**config.mk**
```make
export PLATFORM = sky130hd
export DESIGN_NAME = fdc_check
export DESIGN_NICKNAME = d
export VERILOG_FILES = /design/src/design/fdc_pkg.sv /design/src/design/fdc_check.sv
export SDC_FILE = /design/constraint.sdc
export NUM_CORES = 1
export LEC_CHECK = 0
export BUFFER_PORTS_ARGS = -buffer_cell sky130_fd_sc_hd__buf_2
export CORE_ASPECT_RATIO = 0.75
export CORE_MARGIN = 4
export CORE_UTILIZATION = 40
export CTS_BUF_LIST = sky130_fd_sc_hd__clkbuf_2
export CTS_CLUSTER_DIAMETER = 60
export DETAILED_ROUTE_END_ITERATION = 10
export SYNTH_ARGS = -nofsm -noshare
export SYNTH_HDL_FRONTEND = slang
export SYNTH_SLANG_ARGS = --single-unit
```
**constraint.sdc**
```tcl
create_clock -name clk -period 6.8 [get_ports clk]
set_input_delay 2.04 -clock clk [delete_from_list [all_inputs] [get_ports clk]]
set_output_delay 2.04 -clock clk [all_outputs]
set_load 0.005 [all_outputs]
```
**src/design/fdc_pkg.sv**
```systemverilog
// Shared types and constants for the fixed frame deframer and checker.
`default_nettype none

package fdc_pkg;

    localparam int FRAME_BYTES_DEF = 256;
    localparam int HDR_BYTES       = 10;
    localparam int SYNC_BYTES      = 4;
    localparam int TRAILER_BYTES   = 2;

    localparam logic [31:0] SYNC_WORD_RESET = 32'h4341_5449;

    // header byte positions
    localparam int POS_DTYPE_HI = 4;
    localparam int POS_DTYPE_LO = 5;
    localparam int POS_DID_HI   = 6;
    localparam int POS_DID_LO   = 7;
    localparam int POS_LENGTH   = 8;
    localparam int POS_SEQUENCE = 9;

    localparam logic KIND_PAYLOAD = 1'b0;
    localparam logic KIND_VERDICT = 1'b1;

    localparam logic [1:0] ST_OK        = 2'd0;
    localparam logic [1:0] ST_BAD_SYNC  = 2'd1;
    localparam logic [1:0] ST_BAD_LEN   = 2'd2;
    localparam logic [1:0] ST_BAD_CSUM  = 2'd3;

    typedef struct packed {
        logic [7:0] data_byte;
        logic       frame_start;
    } item_t;

    typedef struct packed {
        logic        kind;
        logic [7:0]  payload_byte;
        logic [7:0]  payload_index;
        logic [1:0]  status;
        logic [15:0] unit_type;
        logic [15:0] unit_id;
        logic [7:0]  length_field;
        logic [7:0]  sequence_res;
    } res_t;

endpackage

`default_nettype wire

```
**src/design/fdc_check.sv**
```systemverilog
// Frame state, checksum accumulation and verdict logic, one byte per step.
`default_nettype none

module fdc_check #(
    parameter int FRAME_BYTES = fdc_pkg::FRAME_BYTES_DEF
) (
    input  wire logic          clk,
    input  wire logic          rst_n,
    input  wire logic          step,
    input  wire fdc_pkg::item_t item,
    input  wire logic [31:0]   sync_word,
    output fdc_pkg::res_t      res,
    output logic               has_res
);
    import fdc_pkg::*;

    localparam int          POS_W    = $clog2(FRAME_BYTES);
    localparam logic [POS_W-1:0] LAST_POS = POS_W'(FRAME_BYTES - 1);
    localparam logic [POS_W-1:0] CSUM_POS = POS_W'(FRAME_BYTES - TRAILER_BYTES);
    localparam logic [POS_W-1:0] HDR_POS  = POS_W'(HDR_BYTES);
    localparam logic [POS_W-1:0] SYNC_END = POS_W'(SYNC_BYTES);
    localparam logic [7:0]  LEN_MAX  = 8'(FRAME_BYTES - 12);

    logic [POS_W-1:0] pos_reg, pos_next;
    logic [15:0]      sum_reg, sum_next;
    logic             sync_reg, sync_next;
    logic [15:0]      dtype_reg, dtype_next;
    logic [15:0]      did_reg, did_next;
    logic [7:0]       len_reg, len_next;
    logic [7:0]       seq_reg, seq_next;
    logic [7:0]       csum_hi_reg, csum_hi_next;

    logic [POS_W-1:0] p;
    logic [POS_W-1:0] p_off;
    logic [15:0]      sum_base;
    logic             sync_base;
    logic [7:0]       want;
    logic [7:0]       b;
    logic             in_hdr;
    logic             is_payload;
    logic             is_last;
    logic [15:0]      rx_csum;

    always_comb
    begin
        b          = item.data_byte;
        p          = item.frame_start ? '0 : pos_reg;
        sum_base   = item.frame_start ? 16'd0 : sum_reg;
        sync_base  = item.frame_start ? 1'b1 : sync_reg;
        p_off      = p - HDR_POS;
        in_hdr     = p < HDR_POS;
        is_payload = !in_hdr && (p < CSUM_POS) && (8'(p_off) < len_reg);
        is_last    = p == LAST_POS;
        rx_csum    = {csum_hi_reg, b};

        case (p[1:0])
            2'd0:    want = sync_word[31:24];
            2'd1:    want = sync_word[23:16];
            2'd2:    want = sync_word[15:8];
            default: want = sync_word[7:0];
        endcase

        sync_next    = sync_base && !((p < SYNC_END) && (want != b));
        dtype_next   = dtype_reg;
        did_next     = did_reg;
        len_next     = len_reg;
        seq_next     = seq_reg;
        csum_hi_next = csum_hi_reg;
        if (p == POS_W'(POS_DTYPE_HI)) dtype_next = {b, 8'd0};
        if (p == POS_W'(POS_DTYPE_LO)) dtype_next = {dtype_reg[15:8], b};
        if (p == POS_W'(POS_DID_HI))   did_next   = {b, 8'd0};
        if (p == POS_W'(POS_DID_LO))   did_next   = {did_reg[15:8], b};
        if (p == POS_W'(POS_LENGTH))   len_next   = b;
        if (p == POS_W'(POS_SEQUENCE)) seq_next   = b;
        if (p == CSUM_POS)             csum_hi_next = b;

        sum_next = (in_hdr || is_payload) ? sum_base + 16'(b) : sum_base;
        pos_next = p + POS_W'(1);

        res     = '0;
        has_res = 1'b0;
        if (is_payload)
        begin
            has_res           = 1'b1;
            res.kind          = KIND_PAYLOAD;
            res.payload_byte  = b;
            res.payload_index = 8'(p_off);
        end
        if (is_last)
        begin
            has_res            = 1'b1;
            res.kind           = KIND_VERDICT;
            res.unit_type      = dtype_reg;
            res.unit_id        = did_reg;
            res.length_field   = len_reg;
            res.sequence_res   = seq_reg;
            if (!sync_base)
                res.status = ST_BAD_SYNC;
            else if (len_reg > LEN_MAX)
                res.status = ST_BAD_LEN;
            else if (rx_csum != sum_base)
                res.status = ST_BAD_CSUM;
            else
                res.status = ST_OK;
            pos_next  = '0;
            sum_next  = 16'd0;
            sync_next = 1'b1;
        end
    end

    always_ff @(posedge clk or negedge rst_n)
    begin
        if (!rst_n)
        begin
            pos_reg     <= '0;
            sum_reg     <= 16'd0;
            sync_reg    <= 1'b1;
            dtype_reg   <= 16'd0;
            did_reg     <= 16'd0;
            len_reg     <= 8'd0;
            seq_reg     <= 8'd0;
            csum_hi_reg <= 8'd0;
        end
        else if (step)
        begin
            pos_reg     <= pos_next;
            sum_reg     <= sum_next;
            sync_reg    <= sync_next;
            dtype_reg   <= dtype_next;
            did_reg     <= did_next;
            len_reg     <= len_next;
            seq_reg     <= seq_next;
            csum_hi_reg <= csum_hi_next;
        end
    end

endmodule

`default_nettype wire

```
==> impl_metrics.toml, run 1 <==
[status]
run_status = "complete, no violations"

[logic_synthesis]
ys_types = 72
netlist_top_cells_area = "dfrtp_1 37%, and2_1 5.7%, mux2_2 5.4%"
synth_sequential_area_ratio_pct = 37.62
synth_cells = 596
synth-seq-cells = 81
netlist.top_cell.by_area = "dfrtp_1"
yosysWarningCount = 0
synth_largest_type_area_fraction_pct = 37.13
synth_edf_count = 0
synth_nets = 657
synth_flop_cell = "dfrtp_1"
syn-mean-instance-area_sq_um = 9.046
post_synth_arst_share_pct = 100.0
mappedNetlistArea_sq_um = 5391

[place]
dpl_cell_area_sq_um = 6048
gp_congestion = 0.8914
hpwl_detailed_mm = 11.57
portBuffers = 111

[clock_network]
htreeDepth = 3
clk_pin_slew_ns = 0.25
tritoncts = "done"
cts.path.max_buffers = 2
post_cts_resize_count = 0
cts_hold_repair.buffers = 0
tritoncts_num_sinks = 81
numCtsBuffers = 9
cts_root_buffer = "clkbuf_2"
post_cts.repair.setup_buffers = 0
clk_latency_ns = 0.57

[min_path]
hold_end = "did_reg[6]$_DFFE_PN0P_"
timing.hold.worst.start = "did_reg[6]$_DFFE_PN0P_"
holdCritPathClass = "reg -> reg"
timing.hold.worst_path_depth = 2

[flow_run]
maxCapViolations = 0

[floorplanning]
die_x_um = 142.1
core_region_area_sq_um = 13110
initial_core_util_pct = 41.13
dieHeight_um = 108.5
row_count = 36
total_die_area_sq_um = 15420
pin_count = 112

[finish]
final_cell_utilization_of_the_core_pct = 47.15
area.growth.synth_to_final_pct = 14.62
fin_nets = 745
final_layout_size_suffix_gt1_share_pct = 27.72
final_cell_area_sq_um = 6180

[setup_path]
critical_path_class = "in -> out"
cp.required_ns = 4.76
r2r_path_end = "sum_reg[13]$_DFFE_PN0P_"
cp-end-kind = "primary output"
reg2reg_from = "pos_reg[1]$_DFFE_PN0P_"
critPathLaunchType = "input pin"
worst_ep_arrival_time_ns = 4.37
worst-r2r-cell-count = 12
timing.critical_path.fanout_max = 11
rrSetupSlack_ns = 3.18

[global_routing]
vias_in_the_first_global_route = 4657
wire_length_of_the_first_global_routing_pass_mm = 25.16
antenna_found_initial = 1
largest_net_degree_at_the_start_of_global_routing = 82
grt_overflow_total = 0
grt_usage_pct = 20.78

[routing]
detail_route.iter0.violations = 399
avgRoutedWirePerCell_um = 18.55
ant_nets = 0
detail_route.vias_per_cell = 5.585
drt_first_pass_iters = 7
routed-via-count = 4809
wl_mm = 15.97
route.detailed.drc = 0

[timing]
finalHoldViolCount = 0
max-slew-margin-rel_pct = 28.93
timing.setup.tns_ns = 0
final_min_period_over_clock_period_pct = 94.30
fin_skew_ns = 0.02019
fmax_mhz = 155.9
worst-slew-pin-transition_ns = 1.057
report.final.slew_viol_count = 0
setup-violations-final = 0
final_critical_path_time_including_i_o_delays_and_setup_ns = 6.412
setup_repair_after_global_routing_missed_its_margin = "false"

[power]
cellPowerDensity_nw_per_um2 = 239.9
p_leak_uw = 0.003036
total_power_uw = 1483
ir_drop_mv = 0.1251
-- synth_stat cells, types with 3 or more instances --
cell / number
dfrtp_1: 80
nand2_1: 52
and2_1: 49
o21ai_0: 43
nor2_1: 35
clkbuf_1: 31
mux2_2: 26
inv_1: 22
a21oi_1: 20
a22o_1: 16
ha_1: 16
nor3_1: 16
nand3_1: 13
xnor2_1: 12
nor2b_1: 11
and3_1: 10
nand2b_1: 9
o21a_1: 9
mux2_4: 8
buf_4: 6
nor4_1: 6
a31oi_1: 5
nand4_1: 5
a21o_1: 4
a222oi_1: 4
buf_1: 4
buf_2: 4
mux2i_1: 4
o211ai_1: 4
or2_2: 4
or3_1: 4
xor2_1: 4
a2111oi_0: 3
and4_1: 3
o31ai_1: 3
o32ai_1: 3
or4_1: 3
-- worst max-delay path by stage --
| stage | from | endpoint | slack, ns | cells after the start |
|---|---|---|---|---|
| global placement | item[0] | res[56] | 0.57 | 12 |
| detailed placement | item[0] | res[57] | 0.41 | 12 |
| CTS | item[0] | res[57] | 0.40 | 12 |
| global route | item[0] | res[52] | 0.13 | 12 |
| finish | item[0] | res[52] | 0.39 | 12 |
| floorplan | item[0] | res[53] | 0.42 | 12 |
-- kinds of logic after synthesis --
group / synth area share (%)
buf+inv: 5.593
xor+xnor: 2.599
mux: 8.401
flops: 37.62
fa+ha+maj: 4.084
simple gates: 24.09
compound gates: 17.61
-- stage by stage --
step / hold WS (ns) / std cells / worst slack (ns)
6_report: 0.5096 / 861 / 0.3875
5_1_grt: 0.5288 / 861 / 0.1267
4_1_cts: 0.5148 / 860 / 0.4004
3_5_place_dp: 0.4651 / 844 / 0.4130
3_3_place_gp: 0.4523 / 844 / 0.5690
2_1_floorplan: 0.4402 / 596 / 0.4191
-- power by group --
group	switching, uW	internal (uW)	total [uW]
registers	105	580	685
clock network	195	92.4	287
logic	281	230	511
total	580	903	1480
-- final cells by class --
class	count	area, sq um
antenna	1	2.502
clock buffer	9	45.04
clock inverter	7	83.83
fill	1289	6928
inverter	22	82.58
multi-input combinational	446	3068
sequential	81	2028
tap	171	214.0
timing repair buffer	124	655.6
-- layout by cell type (no fill, tap or decap), types with 4 or more instances in the layout --
cell type,synthesis,final
nor3_1,16,16
a31oi_1,5,5
nor4_1,6,5
nand3_1,13,13
nor2_1,35,35
xor2_1,4,4
o21a_1,9,9
ha_1,16,16
and3_1,10,10
a22o_1,16,16
o211ai_1,4,4
a222oi_1,4,4
a21oi_1,20,20
or2_2,4,4
nand4_1,5,5
o21ai_0,43,43
nor2b_1,11,11
nand2_1,52,52
mux2i_1,4,4
buf_2,4,110
xnor2_1,12,12
clkbuf_2,0,9
inv_1,22,22
mux2_2,26,26
buf_4,6,14
a21o_1,4,4
and2_1,49,49
mux2_4,8,8
dfrtp_1,80,80
or3_1,4,4
nand2b_1,9,9
-- layer usage --
layer	routed length, um	track usage, %	share of wire, %	vias up
li1	-	-	-	2291
met1	7773	30.30	49	2365
met2	7215	32.39	45	140
met3	858	3.714	5.4	13
met4	123	4.315	0.77	0
met5	0	0	0	-
-- worst max-delay path, stage by stage --
cell and delay, ns:
buf_2 0.12, inv_1 0.16, nand3_1 0.16, ha_1 0.32
a211oi_1 0.22, nor2_1 0.09, or3_1 0.40, nor2_1 0.12
buf_4 0.16, nand2_1 0.17, a21oi_1 0.25, buf_2 0.15
No activity file was read; power rests on OpenSTA's default activity.
==> inputs of run 2 (changes only) <==
Settings changed: ABC_AREA set to 1.
==> run 2 against run 1 <==
- global-route usage increased by 1.5 points
- clock-buffer cell count increased by 1
- via count increased by 11%
- clock skew increased by 0.0041 ns
- fmax increased by 2.7%
- die area about the same
- highest routed layer unchanged
- synthesized cell count increased by 32%
- utilization increased by 0.24 points
- register-to-register slack improved by 0.52 ns
- non-clock buffer count decreased by 4
- critical endpoint is now res[65]
- wire length increased by 4.5%
==> impl_metrics.toml, run 2 <==
[timing]
worst-slew-pin-transition_ns = 0.8644
final_min_period_over_clock_period_pct = 91.80
setup-violations-final = 0
report.final.slew_viol_count = 0
timing.setup.tns_ns = 0
max-slew-margin-rel_pct = 42.31
fmax_mhz = 160.2
setup_repair_after_global_routing_missed_its_margin = "false"
finalHoldViolCount = 0
final_critical_path_time_including_i_o_delays_and_setup_ns = 6.243
fin_skew_ns = 0.02434

[min_path]
timing.hold.worst.start = "did_reg[6]$_DFFE_PN0P_"
timing.hold.worst_path_depth = 2
hold_end = "did_reg[6]$_DFFE_PN0P_"
holdCritPathClass = "reg -> reg"

[logic_synthesis]
synth_commonest_cells = "175 x nand2_1, 121 x inv_1, 90 x nor2_1"
synth_cells = 789
synth_nets = 850
mappedNetlistArea_sq_um = 5395
synth-seq-cells = 81
syn-mean-instance-area_sq_um = 6.838
synth_most_common_cell = "nand2_1"
netlist.top_cell.by_area = "dfrtp_1"
netlist_top_cells_area = "dfrtp_1 37%, nand2_1 12%, inv_1 8.4%"
synth_edf_count = 0
yosysWarningCount = 0
synth_largest_type_area_fraction_pct = 37.11
synth_sequential_area_ratio_pct = 37.59
post_synth_arst_share_pct = 100.0
synth_flop_cell = "dfrtp_1"
ys_types = 36

[place]
placed_cells = 1053
portBuffers = 111
gp_congestion = 0.9582
hpwl_detailed_mm = 12.37

[finish]
area.growth.synth_to_final_pct = 15.12
layoutNonFillerInstCount = 1069
filler_cell_count = 1443
n_antenna_cell = 0
fin_nets = 954
most_frequent_standard_cell_in_the_layout_excluding_fill_and_tap_cells = "nand2_1"
final_layout_size_suffix_gt1_share_pct = 18.71
layout_common_cells = "175 x nand2_1, 121 x inv_1, 110 x buf_2"

[floorplanning]
row_count = 36
pin_count = 112
total_die_area_sq_um = 15430
initial_core_util_pct = 41.16
dieHeight_um = 108.6
core_region_area_sq_um = 13110
die_x_um = 142.1

[setup_path]
slowest_stage = "ha_1"
crit_family = "simple AND/OR/NAND/NOR gates"
path_depth = 15
cp.required_ns = 4.76
r2r_path_end = "sum_reg[1]$_DFFE_PN0P_"
reg2reg_from = "pos_reg[4]$_DFFE_PN0P_"
worst_path_largest_cell_delay_ns = 0.28
worst_ep_arrival_time_ns = 4.20
critPathLaunchType = "input pin"
rrSetupSlack_ns = 3.70
worst-r2r-cell-count = 16
cp-end-kind = "primary output"
timing.critical_path.fanout_max = 18
crit_top_cell = "nand2_1"
crit_buf_inv = 4
critical_path_class = "in -> out"
cp_cell_sequence = "buf_2 > inv_2 > o21ai_1 > o21ai_0 > inv_1 > nand2_1 > nand2_1 > nand2_1 > ha_1 > a21oi_1 > o21ai_0 > nor2_1 > nand2_2 > nor2_1 > buf_2"

[power]
ir_drop_mv = 0.09034
total_power_uw = 1306
p_leak_uw = 0.003323
cellPowerDensity_nw_per_um2 = 210.3

[clock_network]
cts.path.max_buffers = 2
post_cts_resize_count = 0
tritoncts_num_sinks = 81
htreeDepth = 3
numCtsBuffers = 9
post_cts.repair.setup_buffers = 0
cts_root_buffer = "clkbuf_2"
clk_pin_slew_ns = 0.22
clk_latency_ns = 0.54
cts_hold_repair.buffers = 0
tritoncts = "done"

[global_routing]
vias_in_the_first_global_route = 4990
largest_net_degree_at_the_start_of_global_routing = 59
wire_length_of_the_first_global_routing_pass_mm = 26.98
grt_usage_pct = 22.26
grt_overflow_total = 0
antenna_found_initial = 0

[routing]
wl_mm = 16.69
routed-via-count = 5359
drt_first_pass_iters = 5
ant_nets = 0
route.detailed.drc = 0
detail_route.vias_per_cell = 5.013
avgRoutedWirePerCell_um = 15.61
detail_route.iter0.violations = 414

[flow_run]
maxCapViolations = 0

[status]
run_status = "complete, no violations"
run 2: cell type report:
class                   instances  area, sq um  share of cell area [%]
inverters                     130        488.0                   7.857
clock inverters                 6        68.82                   1.108
well taps                     171        214.0                   3.445
multi-input cells             551         2736                   44.06
clock buffers                  10        50.05                  0.8058
repair buffers                120        625.6                   10.07
flip-flops and latches         81         2028                   32.66
run 2: worst max-delay path by stage:
| stage | to | startpoint | slack, ns |
|---|---|---|---|
| after floorplan | res[52] | item[0] | 0.42 |
| after global placement | res[65] | item[0] | 0.60 |
| after detailed placement | res[65] | item[0] | 0.60 |
| after CTS | res[65] | item[0] | 0.59 |
| after global routing | res[65] | item[0] | 0.24 |
| final | res[65] | item[0] | 0.56 |
run 2: kinds of logic after synthesis:
kind of cell               after synthesis  share of synthesized area [%]
AOI/OAI and AO/OA                      113                          10.95
buffers and inverters                  157                          11.69
xor gates and xnor gates                20                          3.247
and+or+nand+nor                        401                          32.44
DFF                                     81                          37.59
adders and majority gates               17                          4.082
run 2: stage by stage:
| step | area (sq um) | hold slack, ns | utilization, % | setup slack, ns |
|---|---|---|---|---|
| 3_5_place_dp | 6092 | 0.4669 | 46.48 | 0.6013 |
| 5_1_grt | 6211 | 0.5339 | 47.38 | 0.2358 |
| 3_3_place_gp | 6092 | 0.4643 | 46.48 | 0.6044 |
| 2_1_floorplan | 5395 | 0.4474 | - | 0.4220 |
| 6_report | 6211 | 0.5127 | 47.38 | 0.5573 |
| 4_1_cts | 6211 | 0.5195 | 47.38 | 0.5879 |
run 2: power breakdown:
group / switching (uW) / internal, uW
clock: 184 / 87.7
sequential: 46.2 / 579
combinational: 264 / 145
total: 495 / 812
run 2: worst register-to-register path, cell delays in order (launching register included):
cell     delay [ns]
dfrtp_1        0.47
o21ai_1        0.18
o21ai_0        0.19
inv_1          0.12
nand2_1        0.09
nand2_1        0.10
nand2_1        0.06
ha_1           0.29
nand2_1        0.07
o21ai_0        0.16
nor2_1         0.07
nand2_2        0.30
buf_4          0.32
nand2_2        0.27
nand2_1        0.14
nand3_1        0.07
o21ai_0        0.13
run 2: routing by layer:
metal / global-route usage [%] / vias to the layer above / share of wire, %
met2: 31.99 / 155 / 42
met5: 0 / - / 0
met1: 34.56 / 2482 / 51
li1: - / 2708 / -
met3: 3.669 / 14 / 6.1
met4: 5.479 / 0 / 1.2
==> inputs of run 3 (changes only) <==
Settings changed: PLACE_DENSITY set to 0.73, REMOVE_ABC_BUFFERS set to 1.
==> run 3 against run 2 <==
- combinational power barely moved
- worst setup slack got worse by 0.093 ns
- fmax fell by 1.5%
- clock skew rose by 0.010 ns
==> impl_metrics.toml, run 3 (synthesis gave the netlist of run 2 again) <==
[status]
run_status = "complete, no violations"

[finish]
fin_nets = 954
area.growth.synth_to_final_pct = 15.77
final_layout_size_suffix_gt1_share_pct = 18.71
n_antenna_cell = 0
most_frequent_standard_cell_in_the_layout_excluding_fill_and_tap_cells = "nand2_1"
layout_common_cells = "175 x nand2_1, 121 x inv_1, 110 x buf_2"

[setup_path]
critical_path_class = "in -> out"
cp.required_ns = 4.76
rrSetupSlack_ns = 3.66
cp_cell_sequence = "buf_2 > inv_2 > o21ai_1 > o21ai_0 > inv_1 > nand2_1 > nand2_1 > nand2_1 > ha_1 > a21oi_1 > o21ai_0 > nor2_1 > nand2_2 > a21oi_1 > buf_2"
r2r_path_end = "sum_reg[1]$_DFFE_PN0P_"
cp-end-kind = "primary output"
reg2reg_from = "pos_reg[1]$_DFFE_PN0P_"
timing.critical_path.fanout_max = 18
crit_top_cell = "nand2_1"
critPathLaunchType = "input pin"
worst_ep_arrival_time_ns = 4.30
worst_path_largest_cell_delay_ns = 0.29
worst-r2r-cell-count = 14
slowest_stage = "ha_1"

[timing]
final_critical_path_time_including_i_o_delays_and_setup_ns = 6.335
holdWs_ns = 0.5155
timing.setup.tns_ns = 0
fmax_mhz = 157.8
setup_repair_after_global_routing_missed_its_margin = "false"
fin_skew_ns = 0.03445
max-slew-margin-rel_pct = 44.44
postLayoutSetupSlackWorst_ns = 0.4647
finalHoldViolCount = 0
worst-slew-pin-transition_ns = 0.8324
report.final.slew_viol_count = 0
setup-violations-final = 0
final_min_period_over_clock_period_pct = 93.17

[place]
portBuffers = 111
gp_congestion = 0.9555
detailedPlace.worstSlack_ns = 0.5113
hpwl_detailed_mm = 12.55

[global_routing]
wire_length_of_the_first_global_routing_pass_mm = 27.03
largest_net_degree_at_the_start_of_global_routing = 56
grt_overflow_total = 0
grt_usage_pct = 22.34
antenna_found_initial = 0
vias_in_the_first_global_route = 5008

[routing]
detail_route.iter0.violations = 387
detail_route.vias_per_cell = 5.095
ant_nets = 0
avgRoutedWirePerCell_um = 15.71
drt_first_pass_iters = 5
route.detailed.drc = 0
routed-via-count = 5447
wl_mm = 16.79

[clock_network]
numCtsBuffers = 9
clk_pin_slew_ns = 0.22
post_cts.repair.setup_buffers = 0
htreeDepth = 3
post_cts_resize_count = 0
tritoncts = "done"
cts_root_buffer = "clkbuf_2"
clk_latency_ns = 0.58
tritoncts_num_sinks = 81
cts.path.max_buffers = 2
cts_hold_repair.buffers = 0

[power]
total_power_uw = 1369
cellPowerDensity_nw_per_um2 = 219.3
ir_drop_mv = 0.1021
p_leak_uw = 0.003341

[floorplanning]
total_die_area_sq_um = 15430
dieHeight_um = 108.6
core_region_area_sq_um = 13110
row_count = 36
initial_core_util_pct = 41.16
die_x_um = 142.1
pin_count = 112

[min_path]
timing.hold.worst_path_depth = 2
timing.hold.worst.start = "len_reg[7]$_DFFE_PN0P_"
hold_end = "len_reg[7]$_DFFE_PN0P_"
holdCritPathClass = "reg -> reg"

[flow_run]
maxCapViolations = 0
[run 3: power by group]
group	switching, uW	leakage [uW]	total [uW]	internal (uW)
Sequential	47.8	0.00108	627	579
Combinational	266	0.00217	411	145
Clock	201	0.0000909	331	131
Total	515	0.00334	1370	855
[run 3: area by class of cell]
class | instances | area [sq um]
well taps | 171 | 214.0
repair buffers | 120 | 625.6
inverters | 130 | 488.0
clock inverters | 7 | 108.9
fillers | 1328 | 6862
flip-flops and latches | 81 | 2028
clock buffers | 9 | 45.04
multi-input cells | 551 | 2736
[run 3: per-layer routing]
| layer | part of all wire (%) | global-route usage, % | up-vias |
|---|---|---|---|
| li1 | - | - | 2719 |
| met1 | 48 | 33.44 | 2488 |
| met2 | 42 | 32.42 | 223 |
| met3 | 9.7 | 6.145 | 17 |
| met4 | 1.0 | 4.110 | 0 |
| met5 | 0 | 0 | - |
[run 3: stage by stage]
stage	cell area (sq um)	utilization [%]	instances
floorplan	5253	-	762
global route	6246	47.65	1069
detailed placement	6092	46.48	1053
CTS	6246	47.65	1069
finish	6246	47.65	1069
global placement	6092	46.48	1053
[run 3: worst max-delay path, delay by kind of cell]
family / cells / cell delay (ns)
AO/OA/AOI/OAI: 5 / 0.78
AND/OR/NAND/NOR: 5 / 0.65
adder cells (fa/ha/maj): 1 / 0.29
buffers and inverters: 4 / 0.54
[run 3: worst max-delay path by stage]
stage / from / slack [ns] / cells past startpoint / endpoint
global placement: item[0] / 0.58 / 15 / res[52]
CTS: item[0] / 0.49 / 15 / res[57]
global route: item[0] / 0.17 / 15 / res[56]
finish: item[0] / 0.46 / 15 / res[57]
detailed placement: item[0] / 0.51 / 15 / res[57]
floorplan: item[0] / 0.62 / 12 / res[54]
